--- src/rtl/core/sru_pkg.sv ---
// ============================================================================
// sru_pkg - shared types and helpers for the 8/16-bit shift and rotate unit
// Operation codes, beat structs and count-reduction functions.
// ============================================================================
package sru_pkg;

    // operation codes
    localparam logic [2:0] OP_ROL = 3'd0;
    localparam logic [2:0] OP_ROR = 3'd1;
    localparam logic [2:0] OP_RCL = 3'd2;
    localparam logic [2:0] OP_RCR = 3'd3;
    localparam logic [2:0] OP_SHL = 3'd4;
    localparam logic [2:0] OP_SHR = 3'd5;
    localparam logic [2:0] OP_SAR = 3'd6;

    localparam logic [4:0] CNT_MASK = 5'h1F;

    // default depth of the queue between decode and execute
    localparam int SRU_QUEUE_DEPTH = 2;

    typedef struct packed {
        logic [2:0]  mode;
        logic        byte_width;
        logic [15:0] value;
        logic [7:0]  shift_count;
        logic        carry_in;
    } sru_in_t;

    typedef struct packed {
        logic [15:0] result;
        logic        carry_out;
    } sru_out_t;

    // decoded item: rotates carry a left-rotate amount already reduced
    // to the ring size, shifts carry the masked count
    typedef struct packed {
        logic [2:0]  mode;
        logic        byte_width;
        logic [15:0] value;
        logic [4:0]  amount;
        logic        carry_in;
        logic        noop;
    } sru_work_t;

    // n mod 9 for n in 0..31
    function automatic logic [4:0] mod9(input logic [4:0] n);
        logic [4:0] r;
        if (n < 5'd9)
            r = n;
        else if (n < 5'd18)
            r = n - 5'd9;
        else if (n < 5'd27)
            r = n - 5'd18;
        else
            r = n - 5'd27;
        return r;
    endfunction

    // n mod 17 for n in 0..31
    function automatic logic [4:0] mod17(input logic [4:0] n);
        logic [4:0] r;
        if (n < 5'd17)
            r = n;
        else
            r = n - 5'd17;
        return r;
    endfunction

endpackage

--- src/rtl/core/sru_front.sv ---
// ============================================================================
// sru_front - input stage of the shift and rotate unit
// Accepts input beats, masks the count and reduces rotate amounts.
// ============================================================================
module sru_front (
    input  logic               clk,
    input  logic               rst_n,
    input  logic               in_valid,
    output logic               in_ready,
    input  sru_pkg::sru_in_t   in_data,
    output logic               push_valid,
    input  logic               push_ready,
    output sru_pkg::sru_work_t push_data
);
    import sru_pkg::*;

    logic      valid_reg;
    logic      valid_next;
    sru_work_t work_reg;
    sru_work_t work_next;
    logic      in_fire;

    logic [4:0] n;
    logic [4:0] m_ring;
    logic [4:0] ring_len;
    logic [4:0] neg_n;

    assign in_ready   = !valid_reg || push_ready;
    assign in_fire    = in_valid && in_ready;
    assign push_valid = valid_reg;
    assign push_data  = work_reg;

    always_comb
    begin
        n        = in_data.shift_count[4:0] & CNT_MASK;
        neg_n    = 5'd0 - n;
        m_ring   = in_data.byte_width ? mod9(n) : mod17(n);
        ring_len = in_data.byte_width ? 5'd9 : 5'd17;

        work_next.mode       = in_data.mode;
        work_next.byte_width = in_data.byte_width;
        work_next.value      = in_data.byte_width ? {8'h00, in_data.value[7:0]}
                                                  : in_data.value;
        work_next.carry_in   = in_data.carry_in;
        work_next.noop       = (n == 5'd0) || (in_data.mode > OP_SAR);

        case (in_data.mode)
            OP_ROL:
                work_next.amount = in_data.byte_width ? {2'b00, n[2:0]} : {1'b0, n[3:0]};
            OP_ROR:
                work_next.amount = in_data.byte_width ? {2'b00, neg_n[2:0]}
                                                      : {1'b0, neg_n[3:0]};
            OP_RCL:
                work_next.amount = m_ring;
            OP_RCR:
                work_next.amount = (m_ring == 5'd0) ? 5'd0 : ring_len - m_ring;
            default:
                work_next.amount = n;
        endcase

        valid_next = in_fire || (valid_reg && !push_ready);
    end

    always_ff @(posedge clk or negedge rst_n)
    begin
        if (!rst_n)
            valid_reg <= 1'b0;
        else
            valid_reg <= valid_next;
    end

    always_ff @(posedge clk)
    begin
        if (in_fire)
            work_reg <= work_next;
    end

endmodule

--- src/rtl/core/sru_queue.sv ---
// ============================================================================
// sru_queue - short FIFO between decode and execute
// Register-based queue; full/empty from an occupancy count.
// ============================================================================
module sru_queue #(
    parameter int DEPTH = sru_pkg::SRU_QUEUE_DEPTH
) (
    input  logic               clk,
    input  logic               rst_n,
    input  logic               push_valid,
    output logic               push_ready,
    input  sru_pkg::sru_work_t push_data,
    output logic               pop_valid,
    input  logic               pop_ready,
    output sru_pkg::sru_work_t pop_data
);
    import sru_pkg::*;

    localparam int PtrW = $clog2(DEPTH);
    localparam int CntW = $clog2(DEPTH + 1);

    sru_work_t           slots_reg [DEPTH];
    logic [PtrW-1:0]     wr_ptr_reg, wr_ptr_next;
    logic [PtrW-1:0]     rd_ptr_reg, rd_ptr_next;
    logic [CntW-1:0]     count_reg, count_next;
    logic                push, pop;

    assign push_ready = (count_reg != CntW'(DEPTH));
    assign pop_valid  = (count_reg != '0);
    assign pop_data   = slots_reg[rd_ptr_reg];
    assign push       = push_valid && push_ready;
    assign pop        = pop_valid && pop_ready;

    always_comb
    begin
        wr_ptr_next = wr_ptr_reg;
        rd_ptr_next = rd_ptr_reg;
        count_next  = count_reg;
        if (push)
            wr_ptr_next = (wr_ptr_reg == PtrW'(DEPTH - 1)) ? '0 : wr_ptr_reg + 1'b1;
        if (pop)
            rd_ptr_next = (rd_ptr_reg == PtrW'(DEPTH - 1)) ? '0 : rd_ptr_reg + 1'b1;
        if (push && !pop)
            count_next = count_reg + 1'b1;
        else if (pop && !push)
            count_next = count_reg - 1'b1;
    end

    always_ff @(posedge clk or negedge rst_n)
    begin
        if (!rst_n)
        begin
            wr_ptr_reg <= '0;
            rd_ptr_reg <= '0;
            count_reg  <= '0;
        end
        else
        begin
            wr_ptr_reg <= wr_ptr_next;
            rd_ptr_reg <= rd_ptr_next;
            count_reg  <= count_next;
        end
    end

    always_ff @(posedge clk)
    begin
        if (push)
            slots_reg[wr_ptr_reg] <= push_data;
    end

    // occupancy tracking
    a_count_bound: assert property (@(posedge clk) disable iff (!rst_n)
        count_reg <= CntW'(DEPTH))
        else $error("queue count above depth");

    a_push_only: assert property (@(posedge clk) disable iff (!rst_n)
        (push && !pop) |=> (count_reg == $past(count_reg) + 1'b1))
        else $error("queue count did not rise on push");

    a_pop_only: assert property (@(posedge clk) disable iff (!rst_n)
        (pop && !push) |=> (count_reg == $past(count_reg) - 1'b1))
        else $error("queue count did not fall on pop");

endmodule

--- src/rtl/core/sru_back.sv ---
// ============================================================================
// sru_back - execute stage of the shift and rotate unit
// Barrel rotate/shift network followed by the output register.
// ============================================================================
module sru_back (
    input  logic               clk,
    input  logic               rst_n,
    input  logic               pop_valid,
    output logic               pop_ready,
    input  sru_pkg::sru_work_t pop_data,
    output logic               out_valid,
    input  logic               out_ready,
    output sru_pkg::sru_out_t  out_data
);
    import sru_pkg::*;

    logic     out_valid_reg, out_valid_next;
    sru_out_t out_reg, out_next;
    logic     pop;

    logic [31:0] dbl16;
    logic [15:0] dbl8;
    logic [33:0] dbl17;
    logic [17:0] dbl9;
    logic [47:0] shl_t;
    logic [16:0] shr_t;
    logic [31:0] sext;
    logic [32:0] sar_t;
    logic [15:0] res;
    logic        cf;
    logic [15:0] v;

    assign pop_ready = !out_valid_reg || out_ready;
    assign pop       = pop_valid && pop_ready;
    assign out_valid = out_valid_reg;
    assign out_data  = out_reg;

    always_comb
    begin
        v     = pop_data.value;
        dbl16 = {v, v} << pop_data.amount[3:0];
        dbl8  = {v[7:0], v[7:0]} << pop_data.amount[2:0];
        dbl17 = {pop_data.carry_in, v, pop_data.carry_in, v} << pop_data.amount;
        dbl9  = {pop_data.carry_in, v[7:0], pop_data.carry_in, v[7:0]} << pop_data.amount;
        shl_t = {32'h0, v} << pop_data.amount;
        shr_t = {v, pop_data.carry_in} >> pop_data.amount;
        sext  = pop_data.byte_width ? {{24{v[7]}}, v[7:0]} : {{16{v[15]}}, v};
        sar_t = $signed({sext, pop_data.carry_in}) >>> pop_data.amount;

        res = v;
        cf  = pop_data.carry_in;
        if (!pop_data.noop)
        begin
            case (pop_data.mode)
                OP_ROL:
                begin
                    res = pop_data.byte_width ? {8'h00, dbl8[15:8]} : dbl16[31:16];
                    cf  = res[0];
                end
                OP_ROR:
                begin
                    res = pop_data.byte_width ? {8'h00, dbl8[15:8]} : dbl16[31:16];
                    cf  = pop_data.byte_width ? res[7] : res[15];
                end
                OP_RCL, OP_RCR:
                begin
                    res = pop_data.byte_width ? {8'h00, dbl9[16:9]} : dbl17[32:17];
                    cf  = pop_data.byte_width ? dbl9[17] : dbl17[33];
                end
                OP_SHL:
                begin
                    res = shl_t[15:0];
                    cf  = pop_data.byte_width ? shl_t[8] : shl_t[16];
                end
                OP_SHR:
                begin
                    res = shr_t[16:1];
                    cf  = shr_t[0];
                end
                OP_SAR:
                begin
                    res = sar_t[16:1];
                    cf  = sar_t[0];
                end
                default:
                begin
                    res = v;
                    cf  = pop_data.carry_in;
                end
            endcase
        end

        out_next.result    = pop_data.byte_width ? {8'h00, res[7:0]} : res;
        out_next.carry_out = cf;

        out_valid_next = pop || (out_valid_reg && !out_ready);
    end

    always_ff @(posedge clk or negedge rst_n)
    begin
        if (!rst_n)
            out_valid_reg <= 1'b0;
        else
            out_valid_reg <= out_valid_next;
    end

    always_ff @(posedge clk)
    begin
        if (pop)
            out_reg <= out_next;
    end

    // pass-through items leave value and carry untouched
    a_noop_pass: assert property (@(posedge clk) disable iff (!rst_n)
        (pop && pop_data.noop) |=>
            (out_reg.result == $past(pop_data.value) &&
             out_reg.carry_out == $past(pop_data.carry_in)))
        else $error("no-op item altered value or carry");

endmodule

--- src/rtl/core/shift_rotate_unit_8_16_unit.sv ---
// ============================================================================
// shift_rotate_unit_8_16_unit - 8/16-bit shift and rotate execute unit
// ROL, ROR, RCL, RCR, SHL/SAL, SHR and SAR on byte or word operands.
// ============================================================================
// Usage:
//   Input channel (in_valid/in_ready/in_data): one beat per operation, with
//   mode, byte_width, value, shift_count and carry_in. Only the low five
//   count bits matter. Output channel (out_valid/out_ready/out_data): one
//   beat per input beat, in order, with result and carry_out.
//   From input accept to out_valid a beat passes the decode register,
//   queue slot and output register. Throughput is one beat per cycle while
//   out_ready is high; the barrel network is combinational, nothing iterates.
//   Decode (front) and execute (back) are split by a QUEUE_DEPTH-entry
//   queue. When the receiver stalls, the output register holds its beat,
//   the queue absorbs the beats in flight, and in_ready drops only once the
//   queue and decode register are both full.
//   Byte mode ignores the upper input byte and returns it as zero. A masked
//   count of zero, or mode code 7, passes value and carry through.
//   Reset (rst_n low, asynchronous) empties decode, queue and output
//   stages; the unit holds no other state.
// ============================================================================
module shift_rotate_unit_8_16_unit #(
    parameter int QUEUE_DEPTH = sru_pkg::SRU_QUEUE_DEPTH
) (
    input  logic              clk,
    input  logic              rst_n,
    input  logic              in_valid,
    output logic              in_ready,
    input  sru_pkg::sru_in_t  in_data,
    output logic              out_valid,
    input  logic              out_ready,
    output sru_pkg::sru_out_t out_data
);
    import sru_pkg::*;

    // decode -> queue
    logic      push_valid;
    logic      push_ready;
    sru_work_t push_data;

    // queue -> execute
    logic      pop_valid;
    logic      pop_ready;
    sru_work_t pop_data;

    // front: masks the count, turns every rotate into a left rotate by an
    // amount reduced to the ring size (8, 9, 16 or 17 bits)
    sru_front u_front (
        .clk        (clk),
        .rst_n      (rst_n),
        .in_valid   (in_valid),
        .in_ready   (in_ready),
        .in_data    (in_data),
        .push_valid (push_valid),
        .push_ready (push_ready),
        .push_data  (push_data)
    );

    // decouples decode from the execute stage
    sru_queue #(
        .DEPTH (QUEUE_DEPTH)
    ) u_queue (
        .clk        (clk),
        .rst_n      (rst_n),
        .push_valid (push_valid),
        .push_ready (push_ready),
        .push_data  (push_data),
        .pop_valid  (pop_valid),
        .pop_ready  (pop_ready),
        .pop_data   (pop_data)
    );

    // back: barrel network plus output register
    sru_back u_back (
        .clk       (clk),
        .rst_n     (rst_n),
        .pop_valid (pop_valid),
        .pop_ready (pop_ready),
        .pop_data  (pop_data),
        .out_valid (out_valid),
        .out_ready (out_ready),
        .out_data  (out_data)
    );

endmodule
--- config.mk ---
export PLATFORM = sky130hd
export DESIGN_NAME = shift_rotate_unit_8_16_unit
export DESIGN_NICKNAME = d
export VERILOG_FILES = /design/src/rtl/core/sru_pkg.sv /design/src/rtl/core/sru_front.sv /design/src/rtl/core/sru_queue.sv /design/src/rtl/core/sru_back.sv /design/src/rtl/core/shift_rotate_unit_8_16_unit.sv
export SDC_FILE = /design/constraint.sdc
export NUM_CORES = 1
export LEC_CHECK = 0
export ABC_AREA = 1
export BUFFER_PORTS_ARGS = -buffer_cell sky130_fd_sc_hd__clkbuf_2
export CORE_AREA = 2 2 156 158
export DETAILED_ROUTE_END_ITERATION = 8
export DIE_AREA = 0 0 158 160
export PLACE_DENSITY_LB_ADDON = 0.15
export SLEW_MARGIN = 20
export SYNTH_ARGS = -nofsm -noshare
export SYNTH_HDL_FRONTEND = slang
export SYNTH_SLANG_ARGS = --single-unit
--- constraint.sdc ---
create_clock -name clk -period 2.8 [get_ports clk]
set_clock_uncertainty 0.2 [all_clocks]
set_input_delay 0 -clock clk [delete_from_list [all_inputs] [get_ports clk]]
set_output_delay 0 -clock clk [all_outputs]
set_load 0.02 [all_outputs]
After elaboration in Yosys (flattened, before gate mapping)
Memories as Yosys holds them, arrays and structs flattened.
Index checks and enable logic that the tools add are counted.
{ "totals": {"reg_bits": 50, "ram_bits": 54, "input_bits": 33, "output_inout_bits": 19, "elab_cells": 100, "memories": 1} }
{ "classes": {"n_addsub": 10, "magnitude_cmp": 5, "n_eq_ne": 10, "shifts": 7, "muxes": 26, "n_reduce_logical": 26} }
{ "mem_list": {"columns": ["memory", "depth", "width", "rd", "rd_clocked_by_memory_dff", "write_ports", "line", "text"], "rows": [
  ["u_queue.slots_reg", 2, 27, 1, 0, 1, "sru_queue.sv:22", "sru_work_t slots_reg [DEPTH];"]
]} }
{ "ops": {"columns": ["op", "n"], "rows": [
  ["one-hot mux 16 bit (5 select lines)", 1],
  ["two-way mux 16 bit", 3],
  ["two-way mux 5 bit", 7],
  ["<< shifter 34 x 5 -> 34 bit", 1],
  [">>> shifter 33 x 5 -> 17 bit", 1],
  ["two-way mux 32 bit", 1],
  ["<< shifter 32 x 4 -> 32 bit", 1],
  ["one-hot mux 5 bit (4 select lines)", 1],
  ["<< shifter 18 x 5 -> 18 bit", 1],
  ["<< shifter 16 x 5 -> 17 bit", 1],
  ["right shift 17 x 5 -> 17 bit", 1],
  ["<< shifter 16 x 3 -> 16 bit", 1],
  ["< comparator 5 bit, second input constant", 3],
  ["subtractor 5 bit, second input constant", 3],
  ["equality test 3 x 2 -> 1 bit, second input constant", 4],
  ["zero test 5 bit", 2],
  ["equality test 3 bit, second input constant", 3],
  ["two-way mux 1 bit", 8],
  ["two-way mux 4 bit", 2],
  ["logical AND 1 bit", 7],
  ["equality test 3 x 1 -> 1 bit, second input constant", 2],
  ["zero test 1 bit", 6],
  ["zero test 3 bit", 2],
  ["one-hot mux 1 bit (6 select lines)", 1],
  ["13 further kinds", 21]
]} }

Logic depth before layout (Yosys ltp)
Gate-level depths: netlist of the first run.
{ "logic_depth": {"word_depth": 8, "ltp_mapped": 19, "mapped_depth_nobuf": 17} }

Cells and area by module
Synthesis of the first run repeated with hierarchy kept, for this count alone.
{ "unflattened": {"cells_unflattened": 1249, "area_unflattened_um2": 8478.1} }
{ "modules_own_cells": {"columns": ["module", "instances", "cells_each", "area_each_um2", "seq_area_each_um2"], "rows": [
  ["sru_back", 1, 866, 4398.0, 535.5],
  ["sru_queue", 1, 169, 2227.1, 1721.7],
  ["sru_front", 1, 214, 1853.0, 835.8]
]} }

Worst setup path after synthesis of the first run
OpenSTA, ideal clock, no wires.
{ "synth_path": {"kind": "register -> register", "start": "reg u_queue.count_reg[1]", "end": "mem u_queue.slots_reg[1][0] (netlist name) (enable)", "setup_time_ns": 0.412, "arrival_ns": 1.774, "t_required_ns": 2.188, "path_slack_ns": 0.414, "stages_incl_launch_ff": 4, "n_path_buf": 0, "synth_period_minus_slack_ns": 2.386, "cell_sequence": "dfrtp_1 > inv_1 > o21ai_0 > nor2_1"} }
{ "synth_between": {"elab_chain_len": 4} }
{ "synth_lines": {"columns": ["item", "line", "text"], "rows": [
  ["from (decl)", "sru_queue.sv:25", "logic [CntW-1:0] count_reg, count_next;"],
  ["from (signal assigned)", "sru_queue.sv:61", "count_reg <= count_next;"],
  ["inequality test 2 bit", "sru_queue.sv:28", "assign push_ready = (count_reg != CntW'(DEPTH));"],
  ["logical AND 1 bit", "sru_queue.sv:31", "assign push = push_valid && push_ready;"],
  ["two-way mux 1 bit", "sru_queue.sv:67", "if (push)"],
  ["two-way mux 1 bit (implied by the code)", "sru_queue.sv:68", "slots_reg[wr_ptr_reg] <= push_data;"],
  ["to (decl)", "sru_queue.sv:22", null]
]} }
Every way passes these cells.

Worst setup path after layout of the first run
{ "layout_path": {"start": "reg u_queue.rd_ptr_reg", "end": "reg u_back.out_reg (netlist bit u_back.out_data[12]), data pin"} }
{ "layout_between": {"elab_chain_len": 5, "word_cells_on_any_way": 20, "cone_classes": "6 x eq/ne; 5 x shift; 5 x mux; 3 x reduce/logical; 1 x memory"} }
{ "layout_lines": {"columns": ["item", "line", "text"], "rows": [
  ["from (decl)", "sru_queue.sv:24", "logic [PtrW-1:0] rd_ptr_reg, rd_ptr_next;"],
  ["from (signal assigned)", "sru_queue.sv:60", "rd_ptr_reg <= rd_ptr_next;"],
  ["memory read (2 x 27 bit) *", null, null],
  ["two-way mux 32 bit, or another cell as far along", "sru_back.sv:47", "sext = pop_data.byte_width ? {{24{v[7]}}, v[7:0]} : {{16{v[15]}}, v};"],
  [">>> shifter 33 x 5 -> 17 bit, or another cell as far along", "sru_back.sv:48", "sar_t = $signed({sext, pop_data.carry_in}) >>> pop_data.amount;"],
  ["one-hot mux 16 bit (5 select lines)", "sru_back.sv:54", "case (pop_data.mode)"],
  ["two-way mux 16 bit", "sru_back.sv:52", "if (!pop_data.noop)"],
  ["to (signal assigned)", "sru_back.sv:110", "out_reg <= out_next;"],
  ["to (decl)", "sru_back.sv:18", "sru_out_t out_reg, out_next;"]
]} }
Every way passes the cells marked *; elsewhere a longest branch is shown, timed or not.
A chain may end at the register's enable or synchronous reset.

==> impl_metrics.prom, run 1 <==
# TYPE chip_impl_metric gauge
chip_impl_metric{name="synthesis.yosys.warnings",unit=""} 0
chip_impl_info{name="layout_commonest_cell",value="sky130_fd_sc_hd__nand2_1"} 1
chip_impl_metric{name="area.growth.synth_to_final",unit="%"} 33.23
chip_impl_metric{name="finalMaxSlewViolations",unit=""} 0
chip_impl_info{name="cp_slowest_cell",value="sky130_fd_sc_hd__dfrtp_1"} 1
chip_impl_metric{name="largest_register_ffs",unit=""} 54
chip_impl_metric{name="synth_sequential_area_ratio",unit="%"} 38.22
chip_impl_metric{name="floorplan.die.width",unit="µm"} 158
chip_impl_metric{name="drc_errors",unit=""} 0
chip_impl_metric{name="grt_pass1_vias",unit=""} 8466
chip_impl_metric{name="grt_antenna_before_repair",unit=""} 0
chip_impl_metric{name="dp_hpwl",unit="mm"} 25.01
chip_impl_metric{name="die_height",unit="µm"} 160
chip_impl_metric{name="clock_insertion_delay_worst_skew",unit="ns"} 0.37
chip_impl_metric{name="h-tree-depth",unit=""} 3
chip_impl_metric{name="worst_ep_arrival_time",unit="ns"} 2.65
chip_impl_metric{name="max_freq",unit="MHz"} 367.9
chip_impl_info{name="worstHoldStart",value="in_data[0]"} 1
chip_impl_metric{name="place_inst",unit=""} 1677
chip_impl_metric{name="ys_ff_latch",unit=""} 104
chip_impl_metric{name="routed_wirelength",unit="mm"} 31.31
chip_impl_metric{name="finish.utilization",unit="%"} 45.26
chip_impl_info{name="hold_path_class",value="in -> reg"} 1
chip_impl_metric{name="grt_first_pass_wirelength",unit="mm"} 47.98
chip_impl_metric{name="reg2reg_depth",unit=""} 16
chip_impl_info{name="critical_path.cell_chain",value="buf_12 > inv_6 > buf_12 > nand2_1 > nand2_2 > inv_2 > nand2_1 > nor2_2 > nand2_2 > nor2_2 > buf_4 > buf_4 > a21oi_1 > nand4_1 > nor2_1 > nor2_1"} 1
chip_impl_metric{name="reg2reg_setup_slack",unit="ns"} 0.08
chip_impl_metric{name="setup_violations",unit=""} 0
chip_impl_info{name="cts-root-buf",value="sky130_fd_sc_hd__clkbuf_16"} 1
chip_impl_metric{name="core-area",unit="µm²"} 23820
chip_impl_metric{name="buffer_ports.inserted",unit=""} 48
chip_impl_info{name="category_of_cells_accounting_for_the_largest_share_of_critical_path_delay",value="simple AND/OR/NAND/NOR gates"} 1
chip_impl_metric{name="grt.total_usage",unit="%"} 25.12
chip_impl_info{name="regToRegStartpoint",value="u_queue.rd_ptr_reg"} 1
chip_impl_info{name="synthFlopType",value="sky130_fd_sc_hd__edfxtp_1"} 1
chip_impl_metric{name="multiInputGateArea",unit="µm²"} 4668
chip_impl_info{name="mostFrequentLayoutCells",value="sky130_fd_sc_hd__nand2_1, sky130_fd_sc_hd__nand3_1, sky130_fd_sc_hd__buf_4, sky130_fd_sc_hd__edfxtp_1, sky130_fd_sc_hd__nor2_1"} 1
chip_impl_metric{name="layout.filler_cells",unit=""} 2445
chip_impl_metric{name="detail_route.iter0.violations",unit=""} 846
chip_impl_metric{name="largest_net_degree_at_the_start_of_global_routing",unit=""} 32
chip_impl_info{name="reg2reg_to",value="u_back.out_data[12]"} 1
chip_impl_metric{name="grt-ovfl-total",unit=""} 0
chip_impl_metric{name="antenna_left",unit=""} 0
chip_impl_info{name="status",value="finished, final reports clean"} 1
chip_impl_metric{name="final.min_clock_period",unit="ns"} 2.718
chip_impl_metric{name="post_layout_nonfiller_instances",unit=""} 1738
chip_impl_metric{name="timing.critical_path.required",unit="ns"} 2.73
chip_impl_metric{name="syn_area_per_cell",unit="µm²"} 6.694
chip_impl_info{name="setup_repair_after_global_routing_missed_its_margin",value="yes"} 1
chip_impl_metric{name="antenna_cells_inserted",unit=""} 0
chip_impl_metric{name="initial_cell_density_of_the_core",unit="%"} 33.97
chip_impl_metric{name="worstMarginPinSlew",unit="ns"} 0.4467
chip_impl_metric{name="tritoncts_num_sinks",unit=""} 104
chip_impl_metric{name="number_of_iterations_in_the_first_detailed_routing_pass",unit=""} 6
chip_impl_metric{name="finalHoldViolations",unit=""} 0
chip_impl_metric{name="edff_count_synth",unit=""} 98
chip_impl_info{name="worstHoldEndpoint",value="u_front.push_data[1]"} 1
chip_impl_metric{name="sum_of_buffers_and_inverters_on_the_critical_path",unit=""} 6
chip_impl_info{name="cts_tree",value="built"} 1
chip_impl_info{name="worstSetupStartpoint",value="u_queue.rd_ptr_reg"} 1
chip_impl_metric{name="gpl.final_weighted_congestion",unit=""} 1.019
chip_impl_metric{name="max_stage_delay",unit="ns"} 0.40
chip_impl_metric{name="clkTransAtPathRegs",unit="ns"} 0.08
chip_impl_metric{name="io-pin-count",unit=""} 52
chip_impl_info{name="critical_path_class",value="reg -> reg"} 1
chip_impl_metric{name="worst_relative_slew_slack",unit="%"} 69.90
chip_impl_metric{name="detail_route.wl_per_cell",unit="µm"} 18.01
chip_impl_metric{name="mappedNetlistNets",unit=""} 1249
chip_impl_metric{name="timing.max_cap.violations",unit=""} 0
chip_impl_metric{name="synthCells",unit=""} 1209
chip_impl_metric{name="yosys.cell_types.count",unit=""} 46
chip_impl_metric{name="routed_via_density",unit=""} 5.200
chip_impl_metric{name="nNetsFinal",unit=""} 1449
chip_impl_metric{name="hold-path-cell-count",unit=""} 2
chip_impl_metric{name="design.die.area",unit="µm²"} 25280
chip_impl_metric{name="post-route-period-util",unit="%"} 97.08
chip_impl_metric{name="drive_gt1_share",unit="%"} 23.55
chip_impl_metric{name="ctsLongestPathBuffers",unit=""} 2
chip_impl_metric{name="area.sequential",unit="µm²"} 3093
chip_impl_info{name="category_of_the_worst_setup_path_launch_point",value="flip-flop"} 1
chip_impl_metric{name="cts_inserted_buffers",unit=""} 9
chip_impl_metric{name="mappedNetlistArea",unit="µm²"} 8093
chip_impl_info{name="worst_setup_path_end_kind",value="flip-flop"} 1
chip_impl_metric{name="vias",unit=""} 9038
chip_impl_metric{name="cp_max_fo",unit=""} 12
chip_impl_metric{name="fp-row-count",unit=""} 57
chip_impl_metric{name="ys_async_rst_share",unit="%"} 5.769
[cells by family after synthesis]
logic type,synth area share [%]
AO/OA/AOI/OAI,9.122
buffers and inverters,7.761
flip-flops,38.22
XOR/XNOR,0.5411
AND/OR/NAND/NOR,43.15
multiplexers,0.1237
adder cells (fa/ha/maj),1.082
[synth_stat cells, types with 2 or more instances]
library cell               count  area (µm²)
sky130_fd_sc_hd__buf_6         4       45.04
sky130_fd_sc_hd__nand2_1     496        1862
sky130_fd_sc_hd__or2_1         3       18.77
sky130_fd_sc_hd__clkinv_1      3       11.26
sky130_fd_sc_hd__nor2_2        2       12.51
sky130_fd_sc_hd__ha_1          7       87.58
sky130_fd_sc_hd__nor2_1       92       345.3
sky130_fd_sc_hd__nand4_1       6       37.54
sky130_fd_sc_hd__a31oi_1       4       25.02
sky130_fd_sc_hd__o21ai_1       8       40.04
sky130_fd_sc_hd__dfrtp_1       6       150.1
sky130_fd_sc_hd__a21boi_1      2       15.01
sky130_fd_sc_hd__nand2_2       4       25.02
sky130_fd_sc_hd__inv_1        72       270.3
sky130_fd_sc_hd__o21ai_4       4       65.06
sky130_fd_sc_hd__xor2_1        4       35.03
sky130_fd_sc_hd__a21oi_1      41       205.2
sky130_fd_sc_hd__nand3_1     212        1061
sky130_fd_sc_hd__o21ai_2       5       43.79
sky130_fd_sc_hd__o21ai_0      47       235.2
sky130_fd_sc_hd__buf_2        24       120.1
sky130_fd_sc_hd__inv_2         8       30.03
sky130_fd_sc_hd__nor3_1        4       20.02
sky130_fd_sc_hd__nand3_2       5       50.05
sky130_fd_sc_hd__buf_4        10       75.07
sky130_fd_sc_hd__clkbuf_1     13       48.80
sky130_fd_sc_hd__edfxtp_1     98        2943
sky130_fd_sc_hd__o211ai_1      7       52.55
[through the flow]
stage	hold slack, ns	setup WS, ns	TNS, ns	instance area, µm²
after floorplan	-0.4956	0.4140	0	8093
after global placement	-0.3536	-0.1433	-0.3119	9692
after detailed placement	-0.3558	-0.1582	-0.3601	9692
after CTS	0.1316	0.007676	0	10410
after global routing	0.1408	-0.06148	-0.2092	10780
final	0.1468	0.08178	0	10780
[layout make-up]
cell class / count / share of cell area (%)
multi-input cells: 968 / 43.30
well taps: 324 / 3.760
flip-flops and latches: 104 / 28.69
repair buffers: 242 / 18.31
clock buffers: 9 / 2.089
inverters: 84 / 3.052
clock inverters: 7 / 0.8007
[metal layers]
| layer | wire [µm] | vias to the layer above | track usage [%] |
|---|---|---|---|
| met5 | 0 | - | 0 |
| met4 | 1465 | 0 | 11.14 |
| met3 | 2406 | 79 | 5.020 |
| met2 | 14430 | 418 | 40.06 |
| met1 | 13000 | 4128 | 32.88 |
| li1 | - | 4413 | - |
[worst max-delay path by stage]
stage                                   end  slack (ns)  cells after the start
global placement         u_back.out_data[3]       -0.14                     17
detailed placement       u_back.out_data[3]       -0.16                     17
global route             u_back.out_data[0]       -0.06                     13
finish                  u_back.out_data[12]        0.08                     16
CTS                     u_back.out_data[15]       0.008                     16
floorplan           u_queue.slots_reg[1][0]        0.41                      3
[repair_timing]
item,CTS,global route
buffers inserted,2,5
hold buffers,37,0
cloned,0,1
endpoints found under the setup margin,11,21
pin swaps,1,7
endpoints found under the hold margin,36,0
resized for setup,7,98
Power of run 1 is left out: the tool's default activity adds up to more than one toggle a clock period on the data nets, which glitch-free logic cannot reach.
==> inputs of run 2 (changes only) <==
--- a/config.mk
+++ b/config.mk
@@ -11,6 +11,7 @@
 export DETAILED_ROUTE_END_ITERATION = 8
 export DIE_AREA = 0 0 158 160
 export PLACE_DENSITY_LB_ADDON = 0.15
+export RECOVER_POWER = 50
 export SLEW_MARGIN = 20
 export SYNTH_ARGS = -nofsm -noshare
 export SYNTH_HDL_FRONTEND = slang
==> impl_metrics.prom, run 2 (synthesized netlist as in run 1, its figures left out) <==
# TYPE chip_impl_metric gauge
chip_impl_info{name="status",value="finished, final reports clean"} 1
chip_impl_metric{name="largest_register_ffs",unit=""} 54
chip_impl_metric{name="area.growth.synth_to_final",unit="%"} 32.79
chip_impl_metric{name="setup_violations",unit=""} 0
chip_impl_metric{name="initial_cell_density_of_the_core",unit="%"} 33.97
chip_impl_metric{name="routed_wirelength",unit="mm"} 31.39
chip_impl_metric{name="nNetsFinal",unit=""} 1449
chip_impl_metric{name="hold_ws",unit="ns"} 0.1491
chip_impl_metric{name="tritoncts_num_sinks",unit=""} 104
chip_impl_metric{name="post-route-period-util",unit="%"} 97.19
chip_impl_metric{name="met1_length",unit="mm"} 13.02
chip_impl_metric{name="h-tree-depth",unit=""} 3
chip_impl_metric{name="worst_path_setup_slack_after_routing",unit="ns"} 0.07872
chip_impl_metric{name="ctsLongestPathBuffers",unit=""} 2
chip_impl_metric{name="core-area",unit="µm²"} 23820
chip_impl_metric{name="finalMaxSlewViolations",unit=""} 0
chip_impl_info{name="mostFrequentLayoutCells",value="sky130_fd_sc_hd__nand2_1, sky130_fd_sc_hd__nand3_1, sky130_fd_sc_hd__buf_4, sky130_fd_sc_hd__edfxtp_1, sky130_fd_sc_hd__nor2_1"} 1
chip_impl_metric{name="detail_route.wl_per_cell",unit="µm"} 18.06
chip_impl_metric{name="io-pin-count",unit=""} 52
chip_impl_metric{name="worst_ep_arrival_time",unit="ns"} 2.65
chip_impl_metric{name="finalHoldViolations",unit=""} 0
chip_impl_metric{name="detail_route.iter0.violations",unit=""} 915
chip_impl_metric{name="grt.total_usage",unit="%"} 25.12
chip_impl_metric{name="final.min_clock_period",unit="ns"} 2.721
chip_impl_info{name="cts-root-buf",value="sky130_fd_sc_hd__clkbuf_16"} 1
chip_impl_metric{name="timing.critical_path.required",unit="ns"} 2.73
chip_impl_metric{name="wl_met3",unit="mm"} 2.407
chip_impl_metric{name="grt_first_pass_wirelength",unit="mm"} 47.98
chip_impl_metric{name="clock_insertion_delay_worst_skew",unit="ns"} 0.37
chip_impl_metric{name="antenna_cells_inserted",unit=""} 0
chip_impl_metric{name="totalNegativeSetupSlack",unit="ns"} 0
chip_impl_metric{name="drive_gt1_share",unit="%"} 21.85
chip_impl_info{name="cp_slowest_cell",value="sky130_fd_sc_hd__dfrtp_1"} 1
chip_impl_metric{name="dpl_worst_slack",unit="ns"} -0.1582
chip_impl_metric{name="cp_max_fo",unit=""} 12
chip_impl_metric{name="largest_net_degree_at_the_start_of_global_routing",unit=""} 32
chip_impl_metric{name="layout.filler_cells",unit=""} 2458
chip_impl_metric{name="number_of_iterations_in_the_first_detailed_routing_pass",unit=""} 5
chip_impl_info{name="critical_path.cell_chain",value="buf_12 > inv_6 > buf_12 > nand2_1 > nand2_2 > inv_2 > nand2_1 > nor2_2 > nand2_2 > nor2_2 > buf_4 > buf_4 > a21oi_1 > nand4_1 > nor2_1 > nor2_1"} 1
chip_impl_metric{name="max_stage_delay",unit="ns"} 0.40
chip_impl_metric{name="area.sequential",unit="µm²"} 3093
chip_impl_metric{name="die_height",unit="µm"} 160
chip_impl_metric{name="clkTransAtPathRegs",unit="ns"} 0.08
chip_impl_metric{name="drc_errors",unit=""} 0
chip_impl_metric{name="worst_relative_slew_slack",unit="%"} 21.70
chip_impl_info{name="hold_path_class",value="in -> reg"} 1
chip_impl_metric{name="multiInputGateArea",unit="µm²"} 4668
chip_impl_info{name="cts_tree",value="built"} 1
chip_impl_metric{name="max_freq",unit="MHz"} 367.5
chip_impl_metric{name="worstMarginPinSlew",unit="ns"} 1.175
chip_impl_metric{name="gpl.final_weighted_congestion",unit=""} 1.019
chip_impl_info{name="layout_commonest_cell",value="sky130_fd_sc_hd__nand2_1"} 1
chip_impl_metric{name="antenna_left",unit=""} 0
chip_impl_metric{name="fp-row-count",unit=""} 57
chip_impl_info{name="top_layer",value="met4"} 1
chip_impl_metric{name="routed_via_density",unit=""} 5.186
chip_impl_metric{name="cts_inserted_buffers",unit=""} 9
chip_impl_metric{name="grt-ovfl-total",unit=""} 0
chip_impl_metric{name="floorplan.die.width",unit="µm"} 158
chip_impl_metric{name="vias",unit=""} 9013
chip_impl_info{name="critical_path_class",value="reg -> reg"} 1
chip_impl_metric{name="grt_pass1_vias",unit=""} 8466
chip_impl_metric{name="grt_antenna_before_repair",unit=""} 0
chip_impl_metric{name="dp_hpwl",unit="mm"} 25.01
chip_impl_info{name="category_of_the_worst_setup_path_launch_point",value="flip-flop"} 1
chip_impl_metric{name="met2_wirelength",unit="mm"} 14.55
chip_impl_metric{name="buffer_ports.inserted",unit=""} 48
chip_impl_metric{name="design.die.area",unit="µm²"} 25280
chip_impl_info{name="worst_setup_path_end_kind",value="flip-flop"} 1
chip_impl_metric{name="timing.max_cap.violations",unit=""} 0
chip_impl_metric{name="finish.utilization",unit="%"} 45.12
chip_impl_info{name="setup_repair_after_global_routing_missed_its_margin",value="yes"} 1
run 2: final timing paths:
path                                        from                  endpoint  slack (ns)  cells after the start
max in group asynchronous                  rst_n      u_queue.count_reg[1]        1.79                      3
min in group asynchronous                  rst_n        u_front.push_valid        0.38                      3
hold reg to reg            u_front.push_data[26]  u_queue.slots_reg[0][26]        0.24                      0
setup reg to reg              u_queue.rd_ptr_reg       u_back.out_data[12]        0.08                     16
setup / recovery              u_queue.rd_ptr_reg       u_back.out_data[12]        0.08                     16
hold / removal                        in_data[0]      u_front.push_data[1]        0.15                      2
run 2: critical path: cells and delay by family, from the launching register on:
kind            cells  cell delay (ns)
compound gates      1             0.23
buf+inv             6             0.72
simple gates        9             0.93
flops               1             0.40
run 2: metal layers:
layer	track usage, %	up-vias
li1	-	4418
met1	32.88	4122
met2	40.06	398
met3	5.020	75
met4	11.14	0
met5	0	-
run 2: area by class of cell:
class                   instances  area share (%)
repair buffers                242           18.05
clock buffers                   9           2.096
inverters                      84           3.062
flip-flops and latches        104           28.78
clock inverters                 7          0.8033
multi-input cells             968           43.44
well taps                     324           3.772
run 2: metrics by stage:
step / cell area (µm²) / std cells
2_1_floorplan: 8093 / 1209
3_3_place_gp: 9692 / 1677
3_5_place_dp: 9692 / 1677
4_1_cts: 10410 / 1732
5_1_grt: 10750 / 1738
6_report: 10750 / 1738
run 2: repair_timing:
item,CTS,global route
setup endpoints to repair,11,21
hold endpoints to repair,36,0
cloned,0,1
gates resized for setup,7,98
buffers inserted,2,5
pin swaps,1,7
hold buffers,37,0
Power of run 2 is left out for the same reason.
